===== src/hw/rtl/iirdf1_pkg.sv =====
// ----------------------------------------------------------------------------
// iirdf1_pkg
// Widths, codes, control types and the round-and-saturate function of the
// direct form I IIR filter.
// ----------------------------------------------------------------------------
package iirdf1_pkg;

    localparam int MAX_ORDER  = 4;
    localparam int SAMPLE_W   = 16;
    localparam int COEF_W     = 24;
    localparam int COEF_FRAC  = COEF_W - 5;
    localparam int COEF_SLOTS = 2 * MAX_ORDER + 1;
    localparam int SLOT_W     = 4;
    localparam int HIST_IDX_W = (MAX_ORDER > 1) ? $clog2(MAX_ORDER) : 1;
    localparam int POLE_W     = 3;
    localparam int PROD_W     = SAMPLE_W + COEF_W;
    localparam int ACC_W      = PROD_W + $clog2(COEF_SLOTS + 1);
    localparam int CFG_IDX_W  = 1;
    localparam int CFG_DATA_W = COEF_W;

    // Configuration register indexes
    localparam logic [CFG_IDX_W-1:0] CFG_POLE_COUNT   = 1'b0;
    localparam logic [CFG_IDX_W-1:0] CFG_INVERSE_GAIN = 1'b1;

    // Item actions
    localparam logic ACT_FILTER = 1'b0;
    localparam logic ACT_WRITE  = 1'b1;

    localparam logic [POLE_W-1:0] POLE_RESET = POLE_W'(2);
    localparam logic signed [COEF_W-1:0] GAIN_RESET = COEF_W'(524288);

    localparam logic signed [ACC_W:0] ROUND_BIAS = (ACC_W + 1)'(1) << (COEF_FRAC - 1);
    localparam logic signed [ACC_W:0] SAT_HI = (ACC_W + 1)'(2 ** (SAMPLE_W - 1) - 1);
    localparam logic signed [ACC_W:0] SAT_LO = (ACC_W + 1)'(-(2 ** (SAMPLE_W - 1)));

    typedef struct packed {
        logic mul_en;
        logic acc_clear;
    } mac_ctrl_t;

    typedef struct packed {
        logic signed [SAMPLE_W-1:0] value;
        logic                       clip;
    } round_t;

    function automatic round_t round_sat(input logic signed [ACC_W-1:0] acc);
        logic signed [ACC_W:0] biased;
        logic signed [ACC_W:0] shifted;
        round_t                r;
        biased  = (ACC_W + 1)'(acc) + ROUND_BIAS;
        shifted = biased >>> COEF_FRAC;
        r.clip  = 1'b0;
        if (shifted > SAT_HI)
        begin
            r.value = SAT_HI[SAMPLE_W-1:0];
            r.clip  = 1'b1;
        end
        else if (shifted < SAT_LO)
        begin
            r.value = SAT_LO[SAMPLE_W-1:0];
            r.clip  = 1'b1;
        end
        else
        begin
            r.value = shifted[SAMPLE_W-1:0];
        end
        return r;
    endfunction

endpackage


===== src/hw/rtl/iirdf1_mac.sv =====
// ----------------------------------------------------------------------------
// iirdf1_mac
// Shared multiply-accumulate unit: one registered product per cycle, added
// into the accumulator on the following cycle.
// ----------------------------------------------------------------------------
module iirdf1_mac
    import iirdf1_pkg::*;
(
    input  logic                     clk,
    input  logic                     rst_n,
    input  mac_ctrl_t                ctrl,
    input  logic signed [SAMPLE_W-1:0] mul_a,
    input  logic signed [COEF_W-1:0]   mul_b,
    output logic signed [ACC_W-1:0]    acc
);

    logic signed [PROD_W-1:0] prod_reg;
    logic signed [PROD_W-1:0] prod_next;
    logic                     prod_valid_reg;
    logic signed [ACC_W-1:0]  acc_reg;
    logic signed [ACC_W-1:0]  acc_next;

    assign prod_next = PROD_W'(mul_a) * PROD_W'(mul_b);
    assign acc_next  = (ctrl.acc_clear ? ACC_W'(0) : acc_reg)
                     + (prod_valid_reg ? ACC_W'(prod_reg) : ACC_W'(0));

    always_ff @(posedge clk or negedge rst_n)
    begin
        if (!rst_n)
        begin
            prod_valid_reg <= 1'b0;
        end
        else
        begin
            prod_valid_reg <= ctrl.mul_en;
        end
    end

    always_ff @(posedge clk)
    begin
        if (ctrl.mul_en)
        begin
            prod_reg <= prod_next;
        end
        acc_reg <= acc_next;
    end

    assign acc = acc_reg;

endmodule


===== src/hw/rtl/iir_direct_form_one_filter.sv =====
// ----------------------------------------------------------------------------
// iir_direct_form_one_filter
// Direct form I IIR filter of order 1..MAX_ORDER on one shared MAC unit.
// Each sample beat passes the states scale, MAC, drain, round and output,
// using the order clamped at acceptance; the MAC takes one product per cycle.
// No new beat is taken until the result of a sample beat has been taken,
// so output stalls hold off input. Reset: coefficients and histories zero,
// order 2, inverse gain 1.0, no result pending.
// ----------------------------------------------------------------------------
module iir_direct_form_one_filter
    import iirdf1_pkg::*;
(
    input  logic                       clk,
    input  logic                       rst_n,
    input  logic                       cfg_write_en,
    input  logic [CFG_IDX_W-1:0]       cfg_index,
    input  logic [CFG_DATA_W-1:0]      cfg_data,
    input  logic                       in_valid,
    output logic                       in_stall,
    input  logic                       action,
    input  logic signed [SAMPLE_W-1:0] sample_in,
    input  logic [SLOT_W-1:0]          coef_index,
    input  logic signed [COEF_W-1:0]   coef_value,
    output logic                       out_valid,
    input  logic                       out_stall,
    output logic signed [SAMPLE_W-1:0] sample_out,
    output logic                       saturated
);

    typedef enum logic [2:0] {
        S_IDLE,
        S_SCALE_MUL,
        S_SCALE_ACC,
        S_SCALE_RND,
        S_MAC,
        S_DRAIN,
        S_RND,
        S_OUT
    } state_t;

    state_t                     state_reg;
    logic [POLE_W-1:0]          pole_count_reg;
    logic signed [COEF_W-1:0]   inverse_gain_reg;
    logic signed [COEF_W-1:0]   coef_reg [COEF_SLOTS];
    logic signed [SAMPLE_W-1:0] in_hist_reg [MAX_ORDER];
    logic signed [SAMPLE_W-1:0] out_hist_reg [MAX_ORDER];
    logic [POLE_W-1:0]          n_reg;
    logic [SLOT_W-1:0]          t_reg;
    logic signed [SAMPLE_W-1:0] sample_reg;
    logic signed [SAMPLE_W-1:0] xs_reg;
    logic                       clip_reg;
    logic signed [SAMPLE_W-1:0] sample_out_reg;
    logic                       saturated_reg;
    logic                       out_valid_reg;

    logic                       in_accept;
    logic [POLE_W-1:0]          order_eff;
    logic [SLOT_W-1:0]          n_slot;
    logic [SLOT_W-1:0]          last_slot;
    logic [SLOT_W-1:0]          fb_idx;
    logic [SLOT_W-1:0]          ff_idx;
    logic signed [SAMPLE_W-1:0] tap_data;
    mac_ctrl_t                  mac_ctrl;
    logic signed [SAMPLE_W-1:0] mul_a;
    logic signed [COEF_W-1:0]   mul_b;
    logic signed [ACC_W-1:0]    acc;
    round_t                     rnd;

    assign in_stall  = (state_reg != S_IDLE);
    assign in_accept = in_valid && !in_stall;

    // Clamp the order to 1..MAX_ORDER
    always_comb
    begin
        if (pole_count_reg == '0)
            order_eff = POLE_W'(1);
        else if (pole_count_reg > POLE_W'(MAX_ORDER))
            order_eff = POLE_W'(MAX_ORDER);
        else
            order_eff = pole_count_reg;
    end

    // Slot t: feedback taps first, then feed-forward, current scaled input last
    assign n_slot    = SLOT_W'(n_reg);
    assign last_slot = n_slot << 1;
    assign fb_idx    = n_slot - SLOT_W'(1) - t_reg;
    assign ff_idx    = last_slot - SLOT_W'(1) - t_reg;

    always_comb
    begin
        if (t_reg < n_slot)
            tap_data = out_hist_reg[fb_idx[HIST_IDX_W-1:0]];
        else if (t_reg < last_slot)
            tap_data = in_hist_reg[ff_idx[HIST_IDX_W-1:0]];
        else
            tap_data = xs_reg;
    end

    always_comb
    begin
        mac_ctrl.mul_en    = 1'b0;
        mac_ctrl.acc_clear = 1'b0;
        mul_a              = tap_data;
        mul_b              = coef_reg[t_reg];
        case (state_reg)
            S_SCALE_MUL:
            begin
                mac_ctrl.mul_en    = 1'b1;
                mac_ctrl.acc_clear = 1'b1;
                mul_a              = sample_reg;
                mul_b              = inverse_gain_reg;
            end
            S_SCALE_RND:
            begin
                mac_ctrl.acc_clear = 1'b1;
            end
            S_MAC:
            begin
                mac_ctrl.mul_en = 1'b1;
            end
            default:
            begin
                mac_ctrl.mul_en = 1'b0;
            end
        endcase
    end

    iirdf1_mac u_mac (
        .clk   (clk),
        .rst_n (rst_n),
        .ctrl  (mac_ctrl),
        .mul_a (mul_a),
        .mul_b (mul_b),
        .acc   (acc)
    );

    assign rnd = round_sat(acc);

    // Configuration registers
    always_ff @(posedge clk or negedge rst_n)
    begin
        if (!rst_n)
        begin
            pole_count_reg   <= POLE_RESET;
            inverse_gain_reg <= GAIN_RESET;
        end
        else if (cfg_write_en)
        begin
            case (cfg_index)
                CFG_POLE_COUNT:   pole_count_reg   <= cfg_data[POLE_W-1:0];
                CFG_INVERSE_GAIN: inverse_gain_reg <= cfg_data[COEF_W-1:0];
                default:          pole_count_reg   <= pole_count_reg;
            endcase
        end
    end

    // Coefficient table; drop writes beyond the last slot
    always_ff @(posedge clk or negedge rst_n)
    begin
        if (!rst_n)
        begin
            for (int i = 0; i < COEF_SLOTS; i++)
                coef_reg[i] <= '0;
        end
        else if (in_accept && action == ACT_WRITE && coef_index < SLOT_W'(COEF_SLOTS))
        begin
            coef_reg[coef_index] <= coef_value;
        end
    end

    // Delay lines advance once per sample
    always_ff @(posedge clk or negedge rst_n)
    begin
        if (!rst_n)
        begin
            for (int i = 0; i < MAX_ORDER; i++)
            begin
                in_hist_reg[i]  <= '0;
                out_hist_reg[i] <= '0;
            end
        end
        else if (state_reg == S_RND)
        begin
            for (int i = MAX_ORDER - 1; i > 0; i--)
            begin
                in_hist_reg[i]  <= in_hist_reg[i-1];
                out_hist_reg[i] <= out_hist_reg[i-1];
            end
            in_hist_reg[0]  <= xs_reg;
            out_hist_reg[0] <= rnd.value;
        end
    end

    always_ff @(posedge clk or negedge rst_n)
    begin
        if (!rst_n)
        begin
            state_reg      <= S_IDLE;
            out_valid_reg  <= 1'b0;
            n_reg          <= '0;
            t_reg          <= '0;
            sample_reg     <= '0;
            xs_reg         <= '0;
            clip_reg       <= 1'b0;
            sample_out_reg <= '0;
            saturated_reg  <= 1'b0;
        end
        else
        begin
            case (state_reg)
                S_IDLE:
                begin
                    if (in_accept && action == ACT_FILTER)
                    begin
                        sample_reg <= sample_in;
                        n_reg      <= order_eff;
                        state_reg  <= S_SCALE_MUL;
                    end
                end
                S_SCALE_MUL:
                begin
                    state_reg <= S_SCALE_ACC;
                end
                S_SCALE_ACC:
                begin
                    state_reg <= S_SCALE_RND;
                end
                S_SCALE_RND:
                begin
                    xs_reg    <= rnd.value;
                    clip_reg  <= rnd.clip;
                    t_reg     <= '0;
                    state_reg <= S_MAC;
                end
                S_MAC:
                begin
                    t_reg <= t_reg + SLOT_W'(1);
                    if (t_reg == last_slot)
                        state_reg <= S_DRAIN;
                end
                S_DRAIN:
                begin
                    state_reg <= S_RND;
                end
                S_RND:
                begin
                    sample_out_reg <= rnd.value;
                    saturated_reg  <= clip_reg | rnd.clip;
                    out_valid_reg  <= 1'b1;
                    state_reg      <= S_OUT;
                end
                S_OUT:
                begin
                    if (!out_stall)
                    begin
                        out_valid_reg <= 1'b0;
                        state_reg     <= S_IDLE;
                    end
                end
                default:
                begin
                    state_reg <= S_IDLE;
                end
            endcase
        end
    end

    assign out_valid  = out_valid_reg;
    assign sample_out = sample_out_reg;
    assign saturated  = saturated_reg;

endmodule


===== config.mk =====
export PLATFORM = sky130hd
export DESIGN_NAME = iir_direct_form_one_filter
export DESIGN_NICKNAME = d
export VERILOG_FILES = /design/src/hw/rtl/iirdf1_pkg.sv /design/src/hw/rtl/iirdf1_mac.sv /design/src/hw/rtl/iir_direct_form_one_filter.sv
export SDC_FILE = /design/constraint.sdc
export NUM_CORES = 2
export LEC_CHECK = 0
export BUFFER_PORTS_ARGS = -buffer_cell sky130_fd_sc_hd__buf_2
export CORE_MARGIN = 10
export CORE_UTILIZATION = 25
export CTS_BUF_LIST = sky130_fd_sc_hd__clkbuf_16
export DETAILED_ROUTE_END_ITERATION = 8
export GPL_ROUTABILITY_DRIVEN = 0
export MAX_ROUTING_LAYER = met4
export SLEW_MARGIN = 20
export SYNTH_ARGS = -nofsm -noshare
export SYNTH_HDL_FRONTEND = slang
export SYNTH_SLANG_ARGS = --single-unit

===== constraint.sdc =====
create_clock -name clk -period 10.01 [get_ports clk]
set_input_delay 1.5015 -clock clk [delete_from_list [all_inputs] [get_ports clk]]
set_output_delay 1.5015 -clock clk [all_outputs]
set_load 0.01 [all_outputs]

==> run summary <==
The flow ran to the end, and the final reports show no timing, DRC or antenna violations. The startpoint identified for the worst register-to-register timing path is t_reg[1]$_DFFE_PN0P_. For the placed wire-length estimate, the log shows 75800 µm.

For the final-layout fill cell count, the log shows 15902. Counting every sink on the clock net gives 501. For the Yosys warning count, the log shows 0. The worst-case clock skew was 0.0510 ns; the mean area per synthesized cell was 11.0 µm². The tools report the largest net degree at the start of global routing as 148. Setup repair after global routing left no endpoint under its margin. The total core area is 0.154 mm². The library cells used most frequently in the layout, excluding fill and tap cells, are sky130_fd_sc_hd__inv_1, sky130_fd_sc_hd__dfrtp_1, sky130_fd_sc_hd__fa_1, sky130_fd_sc_hd__mux2_2, sky130_fd_sc_hd__nand2_1. Counting stages on the worst path, the most repeated cell is sky130_fd_sc_hd__fa_1. Following the worst setup path forward leads to its endpoint at u_mac.prod_reg[38]$_DFFE_PP_. The number of global-route vias before repair is 27142. After synthesis the netlist holds a flip-flop and latch count of 501. The H-tree was split into 2 levels. For the final routed database, the setup TNS stands at 0 ns. STA classifies the critical path startpoint as a register.

For the highest clock rate, the log shows 108 MHz. The number of hold buffers added after CTS was 0. The kind of capture point of the worst setup path was a register.

The tools report the iteration-0 DRC count of the detailed router as 1385. Wires add up to 101000 µm. The initial antenna violation count was 11; the area occupied by registers was 0.0125 mm². The count of nets left with antenna violations once routing finished came out at 0. The number of design rule violations left after detail routing is 0, and the number of vias in the routed layout is 25597. The tools report the source of the critical timing path as t_reg[1]$_DFFE_PN0P_.

For the pin with the worst max-slew slack, the measured transition is 1.02 ns. The count of TritonRoute iterations in the first routing pass was 5. The min-delay analysis places its worst path in the category reg2reg. Once the clock tree was built, the setup fixing pass inserted 0 buffers. The average detailed-routed wire length per instance is 17.9 µm.

The slowest stage of the critical path is the sky130_fd_sc_hd__a21o_1 cell. After global routing the overflow that remains totals 0. CTS placed an instance of sky130_fd_sc_hd__clkbuf_16 at the clock tree root. Clock-pin slew was measured on the worst setup and hold paths at 0.07 ns.

The first global-routing pass estimated 161000 µm of wire. In this run, placement finished with an instance count of 5550. For the worst-skew pair, the clock arrives at the later sink with an insertion delay of 0.65 ns.

The register with the most flip-flops in the layout has 216 of them. In this run the core area contains 144 standard-cell rows. The synthesized area was 0.0385 mm²; the floorplan die width was 413 µm.

The worst setup path is of the reg2reg kind. The worst register-to-register path ends at u_mac.prod_reg[38]$_DFFE_PP_. For the final setup violation count, the log shows 0. Area of the die: 0.170 mm². Fraction of layout cells with a size suffix above 1: 0.212.

At the worst endpoint, the arrival time is 9.63 ns. Share of synthesized flip-flops with an asynchronous set or reset: 0.832. The clock period minus worst slack is 9.26 ns, and the number of instances resized during post-cts repair is 0. The total number of nets in the final design came out at 4162. Synthesis produced 3516 cells.

The count of cells in the finished layout, fillers not included, comes to 5654. The worst setup slack for register-to-register paths was 0.75 ns; the headroom to the max-slew limit was 0.319. The clock buffer count from CTS was 53; the share of synthesized area occupied by flip-flops and latches was 0.325. Of all nets on the critical path, the largest fanout is 20. The most used flip-flop cell after synthesis is sky130_fd_sc_hd__dfrtp_1. The tools report the area of the multi-input gates as 0.0235 mm².

The effective utilization at floorplan was 0.251. The number of maximum-capacitance violations came out at 0. TritonCTS built the clock tree.

In the routed layout, each cell is associated on average with a via count of 4.53. The synthesized design contains 40 enable-type register cells. The tools report the number of hold-slack violations in the final timing report as 0. STA puts the critical path data required time at 10.39 ns.

In this run the tool buffered the top-level ports with 93 buffer cells. Compared with the post-synthesis result, the final layout area differs by 12.1%. In this run, distinct cell masters in the synthesized netlist total 86.

The overall global routing resource usage came out at 0.123. The run gives 0 as the count of pins over their slew limit. The worst stage delay on the critical path is 0.72 ns. Leading cell type in the layout, fill and taps excluded: sky130_fd_sc_hd__inv_1.

When the netlist entered floorplanning its net count stood at 4116. The depth of the worst register-to-register path is 29, and the largest buffer count on any clock path is 3. The die is 413 µm tall.

The post-route clock period utilization was 0.925; the number of placed I/O pins was 94.
## final cells by class
type / instances / share of cell area
clock inverters: 41 / 0.00849
repair buffers: 165 / 0.0246
clock buffers: 53 / 0.0307
well taps: 2044 / 0.0592
inverters: 491 / 0.0427
multi-input cells: 2350 / 0.544
diodes: 9 / 0.000522
flip-flops and latches: 501 / 0.290
## Yosys cell counts, drive strengths merged, types with 20 or more instances
master / instances / share of area
a211oi: 23 / 0.0045
a21o: 43 / 0.0084
a21oi: 132 / 0.019
and2: 131 / 0.021
buf: 65 / 0.0098
clkbuf: 109 / 0.011
dfrtp: 415 / 0.27
dfxtp: 44 / 0.023
edfxtp: 40 / 0.031
fa: 375 / 0.19
ha: 150 / 0.049
inv: 491 / 0.048
mux2: 373 / 0.11
mux2i: 41 / 0.011
mux4: 80 / 0.047
nand2: 290 / 0.028
nand2b: 45 / 0.0073
nand3: 31 / 0.0042
nor2: 169 / 0.016
nor2b: 67 / 0.011
o21a: 20 / 0.0039
o21ai: 107 / 0.014
xnor2: 73 / 0.017
xor2: 24 / 0.0055
## worst max-delay path: cells and delay by family, from the launching register on
kind            cells  cell delay [ns]
compound gates      6             1.85
simple gates        9             2.24
fa+ha+maj           8             3.85
flops               1             0.42
buf+inv             6             0.62
## stage by stage
step	hold WS, ns	utilization	setup slack (ns)	cell area [µm²]
floorplan	0.467	-	1.22	38500
global placement	0.467	0.270	0.920	41400
detailed placement	0.468	0.270	0.914	41400
CTS	0.482	0.281	0.775	43100
global route	0.508	0.281	0.308	43200
finish	0.474	0.281	0.751	43200
## worst min path at each step
stage,start,slack (ns),depth (start not counted),endpoint
CTS,saturated$_DFFE_PN0P_,0.48,2,saturated$_DFFE_PN0P_
floorplan,xs_reg[0]$_DFFE_PN0P_,0.47,2,xs_reg[0]$_DFFE_PN0P_
global route,in_hist_reg[3]$_DFFE_PN0P_,0.51,1,in_hist_reg[3]$_DFFE_PN0P_
detailed placement,saturated$_DFFE_PN0P_,0.47,2,saturated$_DFFE_PN0P_
global placement,saturated$_DFFE_PN0P_,0.47,2,saturated$_DFFE_PN0P_
finish,saturated$_DFFE_PN0P_,0.47,2,saturated$_DFFE_PN0P_
## routing by layer
metal / global-route usage / vias up / wire [µm] / share of wire
met3: 0.0240 / 134 / 5840 / 0.058
met5: - / - / 0 / 0
li1: - / 11669 / - / -
met1: 0.169 / 13184 / 47900 / 0.47
met4: 0.0345 / 0 / 2850 / 0.028
met2: 0.183 / 610 / 44700 / 0.44
## cell families (layout without fill, tap and decap cells)
kind of cell,count (synthesis),count (layout),synth area share
AO/OA/AOI/OAI,410,410,0.0695
other,0,9,0
adder cells (fa/ha/maj),525,525,0.244
flip-flops,501,501,0.325
AND/OR/NAND/NOR,824,824,0.105
XOR/XNOR,97,97,0.0220
multiplexers,494,494,0.167
buffers and inverters,665,750,0.0683
Power is left out: the tool's default activity adds up to more than one toggle a clock period on the data nets, which glitch-free logic cannot reach.
